## config.mk

```make
export PLATFORM = sky130hd
export DESIGN_NAME = temp_to_burst_pwm
export DESIGN_NICKNAME = d
export VERILOG_FILES = /design/src/tbp_pkg.sv /design/src/tbp_divider.sv /design/src/temp_to_burst_pwm.sv
export SDC_FILE = /design/constraint.sdc
export NUM_CORES = 1
export LEC_CHECK = 0
export BUFFER_PORTS_ARGS = -buffer_cell sky130_fd_sc_hd__buf_4
export CORE_MARGIN = 5
export CORE_UTILIZATION = 35
export DETAILED_ROUTE_END_ITERATION = 8
export GPL_ROUTABILITY_DRIVEN = 0
export SLEW_MARGIN = 20
export SYNTH_ARGS = -nofsm -noshare
export SYNTH_HDL_FRONTEND = slang
export SYNTH_SLANG_ARGS = --single-unit
```

## constraint.sdc

```tcl
create_clock -name clk -period 7.1 [get_ports clk]
set_input_delay 1.42 -clock clk [delete_from_list [all_inputs] [get_ports clk]]
set_output_delay 1.42 -clock clk [all_outputs]
set_load 0.005 [all_outputs]
```

## src/tbp_pkg.sv

```systemverilog
// Shared types and constants for the temperature-to-burst switch controller.
// Used by tbp_divider and temp_to_burst_pwm; depends on nothing else.
`timescale 1ns / 1ps

package tbp_pkg;

    // Widths of the temperature, on-count and tick-count values.
    localparam int TEMP_W = 7;

    // Serial divider operand widths and step counter width.
    localparam int DIV_W     = 16;
    localparam int DEN_W     = 7;
    localparam int DIV_CNT_W = $clog2(DIV_W + 1);

    // Reading to whole degrees: multiply by 2^19 / 10 rounded up, then shift
    // right by 19. This is exact for every reading of up to 16 bits.
    localparam logic [DIV_W-1:0] DEG_RECIP = 16'd52429;
    localparam int               DEG_SHIFT = 19;

    // Largest temperature that fits in the stored field.
    localparam logic [TEMP_W-1:0] TEMP_MAX = 7'd127;

    // Reset values of the bound registers.
    localparam logic [TEMP_W-1:0] TEMP_LOW_RST  = 7'd30;
    localparam logic [TEMP_W-1:0] TEMP_HIGH_RST = 7'd60;

    // Configuration register indexes.
    localparam int CFG_IDX_W = 1;
    localparam logic [CFG_IDX_W-1:0] CFG_TEMP_LOW  = 1'b0;
    localparam logic [CFG_IDX_W-1:0] CFG_TEMP_HIGH = 1'b1;

    // Input command codes.
    localparam logic CMD_SAMPLE = 1'b0;
    localparam logic CMD_TICK   = 1'b1;

    // Divider request from the sequencer.
    typedef struct packed {
        logic             start;
        logic [DIV_W-1:0] num;
        logic [DEN_W-1:0] den;
    } div_req_t;

    // Divider status back to the sequencer.
    typedef struct packed {
        logic             done;
        logic [DIV_W-1:0] quot;
    } div_rsp_t;

endpackage

```

## src/tbp_divider.sv

```systemverilog
// Restoring radix-2 divider, one quotient bit per cycle.
// Depends on tbp_pkg for operand widths and the request/response structs.
`timescale 1ns / 1ps

module tbp_divider (
    input  logic               clk,
    input  logic               rst_n,
    input  tbp_pkg::div_req_t  req,
    output tbp_pkg::div_rsp_t  rsp
);

    logic [tbp_pkg::DEN_W-1:0]     rem_reg,  rem_next;
    logic [tbp_pkg::DEN_W-1:0]     den_reg,  den_next;
    logic [tbp_pkg::DIV_W-1:0]     quot_reg, quot_next;
    logic [tbp_pkg::DIV_CNT_W-1:0] cnt_reg,  cnt_next;
    logic                          busy_reg, busy_next;
    logic                          done_reg, done_next;
    logic [tbp_pkg::DEN_W:0]       shifted;
    logic [tbp_pkg::DEN_W:0]       diff;
    logic                          fits;

    // One trial subtraction of the shifted partial remainder.
    always_comb
    begin
        shifted = {rem_reg, quot_reg[tbp_pkg::DIV_W-1]};
        diff    = shifted - {1'b0, den_reg};
        fits    = (shifted >= {1'b0, den_reg});
    end

    // Step sequencing: load on start, then shift one bit per cycle.
    always_comb
    begin
        rem_next  = rem_reg;
        den_next  = den_reg;
        quot_next = quot_reg;
        cnt_next  = cnt_reg;
        busy_next = busy_reg;
        done_next = 1'b0;
        if (req.start)
        begin
            rem_next  = '0;
            den_next  = req.den;
            quot_next = req.num;
            cnt_next  = tbp_pkg::DIV_CNT_W'(tbp_pkg::DIV_W);
            busy_next = 1'b1;
        end
        else if (busy_reg)
        begin
            rem_next  = fits ? diff[tbp_pkg::DEN_W-1:0] : shifted[tbp_pkg::DEN_W-1:0];
            quot_next = {quot_reg[tbp_pkg::DIV_W-2:0], fits};
            cnt_next  = cnt_reg - 1'b1;
            if (cnt_reg == tbp_pkg::DIV_CNT_W'(1))
            begin
                busy_next = 1'b0;
                done_next = 1'b1;
            end
        end
    end

    // Control state is reset; the datapath needs none.
    always_ff @(posedge clk or negedge rst_n)
    begin
        if (!rst_n)
        begin
            busy_reg <= 1'b0;
            done_reg <= 1'b0;
            cnt_reg  <= '0;
        end
        else
        begin
            busy_reg <= busy_next;
            done_reg <= done_next;
            cnt_reg  <= cnt_next;
        end
    end

    always_ff @(posedge clk)
    begin
        rem_reg  <= rem_next;
        den_reg  <= den_next;
        quot_reg <= quot_next;
    end

    assign rsp.done = done_reg;
    assign rsp.quot = quot_reg;

endmodule

```

## src/temp_to_burst_pwm.sv

```systemverilog
// Top level of the temperature-driven burst-fire switch controller.
// Depends on tbp_pkg and tbp_divider.
`timescale 1ns / 1ps

// Usage:
// Input beats (in_valid/in_ready) carry command and adc_sample. A sample
// beat converts the reading to degrees, restarts the switching window and
// sets the on-count from a linear curve between temp_low and temp_high. A
// tick beat decides the relay level for this tick and advances the window.
// Every input beat yields exactly one output beat (out_valid/out_ready)
// with drive_on, on_ticks and temperature.
// Bounds go through cfg_valid/cfg_ready/cfg_index/cfg_data, index 0 for temp_low and
// 1 for temp_high. The user must write them only while idle; the block does not check.
// A tick beat goes from idle to the finish state, which loads its output beat. A
// sample beat passes the decide state, which sets the on-count itself outside the
// bounds and else starts the serial divider and waits in the divide state. The
// conversion to degrees is a reciprocal multiplication in the accepting cycle.
// One beat is worked on at a time; in_ready is high only while idle, and the
// next beat can be accepted the cycle after a result is loaded.
// A finished result waits in the output register while the next beat is
// accepted; if the receiver stalls, the block holds the next result until
// the output register frees up.
// Reset clears the window, on-count, level and temperature and loads the
// bounds with 30 and 60 degrees.

module temp_to_burst_pwm #(
    parameter int WINDOW_TICKS = 100,
    parameter int ADC_BITS     = 10
) (
    input  logic                          clk,
    input  logic                          rst_n,
    input  logic                          in_valid,
    output logic                          in_ready,
    input  logic                          command,
    input  logic [ADC_BITS-1:0]           adc_sample,
    output logic                          out_valid,
    input  logic                          out_ready,
    output logic                          drive_on,
    output logic [tbp_pkg::TEMP_W-1:0]    on_ticks,
    output logic [tbp_pkg::TEMP_W-1:0]    temperature,
    input  logic                          cfg_valid,
    output logic                          cfg_ready,
    input  logic [tbp_pkg::CFG_IDX_W-1:0] cfg_index,
    input  logic [tbp_pkg::TEMP_W-1:0]    cfg_data
);

    localparam int TW = tbp_pkg::TEMP_W;
    localparam int QW = 2 * tbp_pkg::DIV_W - tbp_pkg::DEG_SHIFT;
    localparam logic [TW-1:0] WIN = TW'(WINDOW_TICKS);

    // Sequencer states.
    localparam logic [2:0] ST_IDLE   = 3'd0;
    localparam logic [2:0] ST_DECIDE = 3'd2;
    localparam logic [2:0] ST_DIV_ON = 3'd3;
    localparam logic [2:0] ST_FINISH = 3'd4;

    logic [2:0]    state_reg,       state_next;
    logic [TW-1:0] temp_low_reg,    temp_low_next;
    logic [TW-1:0] temp_high_reg,   temp_high_next;
    logic [TW-1:0] tick_count_reg,  tick_count_next;
    logic [TW-1:0] on_count_reg,    on_count_next;
    logic          drive_flag_reg,  drive_flag_next;
    logic [TW-1:0] last_temp_reg,   last_temp_next;
    logic          out_valid_reg,   out_valid_next;
    logic          drive_on_reg,    drive_on_next;
    logic [TW-1:0] on_ticks_reg,    on_ticks_next;
    logic [TW-1:0] temperature_reg, temperature_next;

    tbp_pkg::div_req_t div_req;
    tbp_pkg::div_rsp_t div_rsp;

    logic                         in_beat;
    logic                         cfg_beat;
    logic [tbp_pkg::DIV_W-1:0]    adc_wide;
    logic [2*tbp_pkg::DIV_W-1:0]  deg_prod;
    logic [QW-1:0]                deg_quot;
    logic [TW-1:0]                temp_sat;
    logic [TW-1:0]                span_diff;
    logic [2*TW-1:0]              interp_num;
    logic [TW-1:0]                window_start;
    logic                         tick_level;

    assign in_ready  = (state_reg == ST_IDLE);
    assign cfg_ready = 1'b1;
    assign in_beat   = in_valid && in_ready;
    assign cfg_beat  = cfg_valid && cfg_ready;

    // Serial divider for the interpolation.
    tbp_divider u_div (
        .clk   (clk),
        .rst_n (rst_n),
        .req   (div_req),
        .rsp   (div_rsp)
    );

    // Degrees from the reading by reciprocal multiplication, saturated to the field width.
    assign adc_wide = tbp_pkg::DIV_W'(adc_sample);
    assign deg_prod = {{tbp_pkg::DIV_W{1'b0}}, adc_wide}
                    * {{tbp_pkg::DIV_W{1'b0}}, tbp_pkg::DEG_RECIP};
    assign deg_quot = deg_prod[2*tbp_pkg::DIV_W-1:tbp_pkg::DEG_SHIFT];
    assign temp_sat = (|deg_quot[QW-1:TW]) ? tbp_pkg::TEMP_MAX : deg_quot[TW-1:0];

    // Interpolation numerator: window length times distance above the low bound.
    assign span_diff  = last_temp_reg - temp_low_reg;
    assign interp_num = {{TW{1'b0}}, WIN} * {{TW{1'b0}}, span_diff};

    // Level for a tick: on during the last on-count ticks of the window.
    assign window_start = (on_count_reg >= WIN) ? '0 : (WIN - on_count_reg);
    assign tick_level   = (on_count_reg != '0) && (tick_count_reg >= window_start);

    // Sequencer and state update.
    always_comb
    begin
        state_next       = state_reg;
        temp_low_next    = temp_low_reg;
        temp_high_next   = temp_high_reg;
        tick_count_next  = tick_count_reg;
        on_count_next    = on_count_reg;
        drive_flag_next  = drive_flag_reg;
        last_temp_next   = last_temp_reg;
        out_valid_next   = out_valid_reg;
        drive_on_next    = drive_on_reg;
        on_ticks_next    = on_ticks_reg;
        temperature_next = temperature_reg;
        div_req.start    = 1'b0;
        div_req.num      = tbp_pkg::DIV_W'(interp_num);
        div_req.den      = temp_high_reg - temp_low_reg;

        // Bound register writes.
        if (cfg_beat)
        begin
            case (cfg_index)
                tbp_pkg::CFG_TEMP_LOW:  temp_low_next  = cfg_data;
                tbp_pkg::CFG_TEMP_HIGH: temp_high_next = cfg_data;
                default: ;
            endcase
        end

        // The output register empties when the receiver takes its beat.
        if (out_valid_reg && out_ready)
        begin
            out_valid_next = 1'b0;
        end

        case (state_reg)
            ST_IDLE:
            begin
                if (in_beat)
                begin
                    if (command == tbp_pkg::CMD_TICK)
                    begin
                        drive_flag_next = tick_level;
                        if (tick_count_reg < WIN)
                        begin
                            tick_count_next = tick_count_reg + 1'b1;
                        end
                        state_next = ST_FINISH;
                    end
                    else
                    begin
                        last_temp_next  = temp_sat;
                        tick_count_next = '0;
                        state_next      = ST_DECIDE;
                    end
                end
            end
            ST_DECIDE:
            begin
                if (last_temp_reg < temp_low_reg)
                begin
                    on_count_next = '0;
                    state_next    = ST_FINISH;
                end
                else if (last_temp_reg >= temp_high_reg)
                begin
                    on_count_next = WIN;
                    state_next    = ST_FINISH;
                end
                else
                begin
                    div_req.start = 1'b1;
                    state_next    = ST_DIV_ON;
                end
            end
            ST_DIV_ON:
            begin
                if (div_rsp.done)
                begin
                    on_count_next = div_rsp.quot[TW-1:0];
                    state_next    = ST_FINISH;
                end
            end
            ST_FINISH:
            begin
                // Load the result once the output register is free.
                if (!out_valid_reg || out_ready)
                begin
                    out_valid_next   = 1'b1;
                    drive_on_next    = drive_flag_reg;
                    on_ticks_next    = on_count_reg;
                    temperature_next = last_temp_reg;
                    state_next       = ST_IDLE;
                end
            end
            default:
            begin
                state_next = ST_IDLE;
            end
        endcase
    end

    // Control and architectural state.
    always_ff @(posedge clk or negedge rst_n)
    begin
        if (!rst_n)
        begin
            state_reg      <= ST_IDLE;
            temp_low_reg   <= tbp_pkg::TEMP_LOW_RST;
            temp_high_reg  <= tbp_pkg::TEMP_HIGH_RST;
            tick_count_reg <= '0;
            on_count_reg   <= '0;
            drive_flag_reg <= 1'b0;
            last_temp_reg  <= '0;
            out_valid_reg  <= 1'b0;
        end
        else
        begin
            state_reg      <= state_next;
            temp_low_reg   <= temp_low_next;
            temp_high_reg  <= temp_high_next;
            tick_count_reg <= tick_count_next;
            on_count_reg   <= on_count_next;
            drive_flag_reg <= drive_flag_next;
            last_temp_reg  <= last_temp_next;
            out_valid_reg  <= out_valid_next;
        end
    end

    // Output payload register.
    always_ff @(posedge clk)
    begin
        drive_on_reg    <= drive_on_next;
        on_ticks_reg    <= on_ticks_next;
        temperature_reg <= temperature_next;
    end

    assign out_valid   = out_valid_reg;
    assign drive_on    = drive_on_reg;
    assign on_ticks    = on_ticks_reg;
    assign temperature = temperature_reg;

    // The on-count never exceeds the window.
    assert property (@(posedge clk) disable iff (!rst_n)
        on_count_reg <= WIN)
        else $error("on-count exceeds the window length");

    // The tick counter saturates at the window length.
    assert property (@(posedge clk) disable iff (!rst_n)
        tick_count_reg <= WIN)
        else $error("tick counter ran past the window length");

    // The relay level changes only in answer to a tick beat.
    assert property (@(posedge clk) disable iff (!rst_n)
        (drive_flag_reg != $past(drive_flag_reg)) |->
            $past(in_beat && (command == tbp_pkg::CMD_TICK)))
        else $error("relay level changed without a tick beat");

    // The divider finishes only while the sequencer waits for it.
    assert property (@(posedge clk) disable iff (!rst_n)
        div_rsp.done |-> (state_reg == ST_DIV_ON))
        else $error("divider finished outside the divide state");

    // A finishing beat with a free output register fills it.
    assert property (@(posedge clk) disable iff (!rst_n)
        ((state_reg == ST_FINISH) && !out_valid_reg) |=> out_valid_reg)
        else $error("result was not loaded into a free output register");

endmodule
```

# After elaboration in Yosys (flattened, before gate mapping)

Cells that the tools add are included.

Add/sub/neg operators: 6
Multiply operators: 2
Div/mod/pow operators: 0
Magnitude comparators: 6
Eq/ne operators: 9
Shift operators: 0
Muxes and demuxes: 32
Bitwise gates (word level): 2
Reductions and logical operators: 18

Operators by type and width:

| kind                                                                    | count |
|---|---|
| 7-bit two-way mux                                                       | 8 |
| 14-bit two-way mux                                                      | 2 |
| 10-bit by 16-bit multiplier with 26-bit output, second input constant   | 1 |
| 7-bit subtractor                                                        | 3 |
| 3-bit two-way mux                                                       | 6 |
| 3-bit AND reduction                                                     | 5 |
| 7-bit >= comparator                                                     | 2 |
| 7-bit case mux with 2 select lines                                      | 1 |
| 5-bit by 7-bit multiplier with 12-bit output, first input constant      | 1 |
| 1-bit two-way mux                                                       | 12 |
| 3-bit case mux with 4 select lines                                      | 1 |
| 5-bit two-way mux                                                       | 2 |
| 8-bit by 7-bit >= comparator with 1-bit output                          | 1 |
| 7-bit by 1-bit adder with 7-bit output, second input constant           | 1 |
| 7-bit >= comparator, second input constant                              | 1 |
| 7-bit less-than comparator                                              | 1 |
| 7-bit less-than comparator, second input constant                       | 1 |
| 7-bit nonzero test                                                      | 1 |
| 7-bit subtractor, first input constant                                  | 1 |
| 3-bit by 2-bit == test with 1-bit output, second input constant         | 2 |
| 2-bit by 1-bit inequality test with 1-bit output, second input constant | 3 |
| 2-bit AND reduction                                                     | 3 |
| 6-bit OR reduction, first input constant                                | 1 |
| 5-bit by 1-bit == test with 1-bit output, second input constant         | 1 |
| other kinds (10)                                                        | 14 |

Bits in registers: 92
Bits in latches: 0
Bits in writable memories: 0
Bits in read-only memories: 0
Bits of input ports: 24
Output and inout port bits: 18
Logic and storage cells: 93
Memories kept: 0

# Longest topological paths before layout

Word-level depth: 5
Depth in mapped cells: 20
Gate-level depth less buffers: 20

# Modules after synthesis

A second synthesis with hierarchy kept.

Cell total of the unflattened synthesis: 736
Area total of the unflattened synthesis: 7736.2 um2

By module, submodules not included:

| module            | times used | cells an instance | area an instance (um2) | sequential area each (um2) |
|---|---|---|---|---|
| temp_to_burst_pwm | 1          | 562               | 5688.0                 | 1461.4 |
| tbp_divider       | 1          | 174               | 2048.2                 | 1006.0 |

# Worst setup path after synthesis

No wires, ideal clock.

Path type: input port to flip-flop
From: input port adc_sample[8]
To: register last_temp_reg[6]
Library setup time: 0.120 ns
Arrival time: 5.333 ns
Data required time: 6.980 ns
Path slack: 1.647 ns
Cell stages on the path: 18
Path buffers: 1
Cell sequence: inv_1 ha_1 inv_1 fa_1 inv_1 fa_1 fa_1 inv_1 fa_1 ha_1 and3_1 buf_6 and4_4 a41oi_2 o311ai_2 a221oi_2 xnor2_1 o21ai_2

Word-level cells in the longest chain between the ends: 2

Ends and longest elaborated chain:

| item                                           | line                     | text |
|---|---|---|
| start, declared                                | temp_to_burst_pwm.sv:35  | `input logic [ADC_BITS-1:0] adc_sample,` |
| 10-bit by 16-bit multiplier with 26-bit output | temp_to_burst_pwm.sv:99  | `* {{tbp_pkg::DIV_W{1'b0}}, tbp_pkg::DEG_RECIP};` |
| 7-bit two-way mux                              | temp_to_burst_pwm.sv:101 | `assign temp_sat = (\|deg_quot[QW-1:TW]) ? tbp_pkg::TEMP_MAX : deg_quot[TW-1:0];` |
| end signal, assigned                           | temp_to_burst_pwm.sv:234 | `last_temp_reg <= last_temp_next;` |
| end, declared                                  | temp_to_burst_pwm.sv:63  | `logic [TW-1:0] last_temp_reg, last_temp_next;` |

Every way passes these cells.
A chain may end at the register's enable or synchronous reset.

# Worst setup path after layout

From: input port adc_sample[8]
To: register last_temp_reg[4]

Same word-level chain as after synthesis.

==> run summary <==
largest family of logic cells by synthesized area -> adder cells
multiplexer share of the synthesized area -> 3.720%
footprint of the multi-input gates -> 0.004751 mm^2
DR vias/cell -> 4.905
DIE HEIGHT -> 158.0 um
clock sinks -> 92
XOR/XNOR share of the synthesized area -> 4.112%
Synth Area in Compound Gates -> 12.89%
clock root buffer -> clkbuf_16
count leader, synth -> ha_1
Critical Path AT -> 5740 ps
CP max FO -> 5
Setup TNS Final -> 0 ps
WL final -> 14900 um
fin crit share -> 77.07%
first-pass GRT wire length -> 25590 um
H-Tree Depth -> 3
Avg Cell Area, Syn -> 9.933 um^2
die width -> 158.0 um
FFs w/ async S/R, synth -> 51.09%
Final Skew -> 6.366 ps
Clock transition at path regs -> 60 ps
Synth area leader -> ha_1
top-area cell type share of the netlist area -> 21.37%
cts repair resizes -> 0
clock buffer depth -> 2
Slew @ Worst Pin -> 752.4 ps
R2R cell count -> 18
worst vdd ir -> 0.2925 mV
Core Region -> 0.02169 mm^2
fmax -> 182.8 MHz
max_cap viols -> 0
Post CTS Setup Buffer Count -> 0
largest net degree at the start of global routing -> 48
list of most frequent post-synthesis cells -> 131 x ha_1, 112 x inv_1, 72 x nand2_1
ANT cells -> 0
Avg WL per Cell -> 13.60 um
pins over their slew limit -> 0
Reg area -> 0.002427 mm^2
sequential fraction of the synthesis area -> 31.65%
crit path launch -> adc_sample[8]
internal reg-to-reg setup slack -> 2730 ps
worst setup path endpoint -> last_temp_reg[4]
global route overflow -> 0
Slew HR -> 49.74%
Synth Net Count -> 962
CTS tree -> done
Post-synth EDFFs -> 34
status -> finished clean
I/O pin count -> 42
RSZ-0062 raised after global routing -> false
leakage power -> 4.182 nW
fill cell count -> 2130
CP Launch Type -> input port
Die ar. -> 0.02497 mm^2
power per cell area -> 501.6 mW/mm^2
CTS Buf Count -> 9
worst path required time -> 7370 ps
final-stage net count -> 1001
row cnt -> 54
gr usage total -> 12.74%
Final HPWL DP -> 12330 um
Initial Util -> 35.36%
element type at the critical path end -> flip-flop
# DRC -> 0
Synth Register Bits -> 92
adder-cell area share of the yosys netlist -> 30.51%
Largest register FFs -> 16
Hold WC Path Type -> flip-flop to flip-flop
share of layout cells above drive strength 1 -> 11.03%
Final min period -> 5472 ps
later-pin clock latency in the skew report -> 350 ps
top cells by area, synth -> ha_1 21%, edfxtp_1 13%, dfrtp_1 13%, fa_1 9.1%, inv_1 5.5%
Synth-to-Final Area Change -> 11.55%
number of global-route vias before repair -> 5243
port bufs -> 40
reg2reg end -> u_div.quot_reg[13]
final hold violations -> 0
total power -> 4.291 mW
hold buffer count at cts -> 0
Iter 0 DRT Violations -> 244
drt pass-1 iters -> 5
top_reg_cell synth -> dfrtp_1
# setup viols final -> 0
Post-Syn Area -> 0.007669 mm^2
worst hold path stage count -> 0
post-synthesis simple-gate area fraction -> 10.67%
post-detailed-route count of antenna-violating nets -> 0
cell count after synthesis -> 772
Reg-to-Reg Start -> temp_low_reg[1]
Vias -> 5376
post-synth cell types -> 65
Synthesis Warnings -> 0
critical path class -> input port to flip-flop
initial antenna violation count -> 0
worst min path at each step:
stage                    from       end  slack, ps
6_report       drive_flag_reg  drive_on        470
5_1_grt        drive_flag_reg  drive_on        480
4_1_cts        drive_flag_reg  drive_on        470
3_5_place_dp   drive_flag_reg  drive_on        450
3_3_place_gp   drive_flag_reg  drive_on        440
2_1_floorplan  drive_flag_reg  drive_on        430
through the flow:
step / worst slack, ps / hold slack [ps] / instance area [um^2] / std cells / utilization [%]
2_1_floorplan: 1647 / 425.3 / 7669 / 772 / -
3_3_place_gp: 1310 / 441.9 / 8264 / 1080 / 38.10
3_5_place_dp: 1218 / 450.4 / 8264 / 1080 / 38.10
4_1_cts: 1611 / 466.6 / 8554 / 1096 / 39.44
5_1_grt: 1338 / 479.3 / 8554 / 1096 / 39.44
6_report: 1628 / 468.8 / 8554 / 1096 / 39.44
per-layer routing:
| metal | routed length [um] | up-vias | global-route usage, % |
|---|---|---|---|
| li1 | - | 2746 | - |
| met1 | 7165 | 2550 | 17.43 |
| met2 | 7113 | 68 | 20.86 |
| met3 | 467 | 12 | 2.214 |
| met4 | 158 | 0 | 3.574 |
| met5 | 0 | - | 0 |
logic make-up (layout without fill, tap and decap cells):
logic type	count (synthesis)	count (layout)
DFF	92	92
and+or+nand+nor	174	174
muxes	27	27
xor gates and xnor gates	36	36
AOI/OAI and AO/OA	150	150
other	1	1
buffers and inverters	126	170
adders and majority gates	166	166
cells in the final DEF, fill, tap and decap left out, types with 3 or more instances in the layout:
cell type / n
ha_1: 131
inv_1: 112
nand2_1: 72
o21ai_0: 46
buf_4: 42
nor2_1: 41
dfrtp_1: 39
fa_1: 35
edfxtp_1: 34
a21oi_1: 30
xnor2_1: 24
a21o_1: 17
mux2i_1: 15
nor2b_1: 12
xor2_1: 12
mux2_2: 12
dfxtp_1: 11
nand2b_1: 10
clkbuf_16: 10
a211oi_1: 9
nand3_1: 8
dfstp_2: 8
a31oi_1: 7
nand4_1: 6
o21a_1: 5
nor3_1: 5
and3_1: 5
or2_2: 4
a22o_1: 4
o211ai_1: 3
critical path, cell delays in order:
cell and delay [ps]:
buf_4 100, inv_1 40, ha_1 260, inv_1 60, fa_1 580, inv_1 100
fa_1 510, inv_1 50, fa_1 490, inv_1 50, fa_1 490, inv_1 40
ha_1 330, and3_1 200, nand4_1 140, o311ai_2 430, a31oi_1 160, xor2_1 150
o21ai_0 130
final cells by class:
| cell class | count | area share [%] |
|---|---|---|
| Inverter | 112 | 4.914 |
| Sequential cell | 92 | 28.38 |
| Clock buffer | 13 | 3.174 |
| Multi-Input combinational cell | 554 | 55.54 |
| Tap cell | 280 | 4.095 |
| Clock inverter | 3 | 0.2194 |
| Timing Repair Buffer | 42 | 3.686 |
power by group:
group,leakage [nW],internal (mW),switching [mW]
clock,0.145,0.268,0.195
sequential,1.00,0.777,0.138
combinational,3.04,1.36,1.55
total,4.18,2.41,1.88
Power figures use the tool's default switching activity.
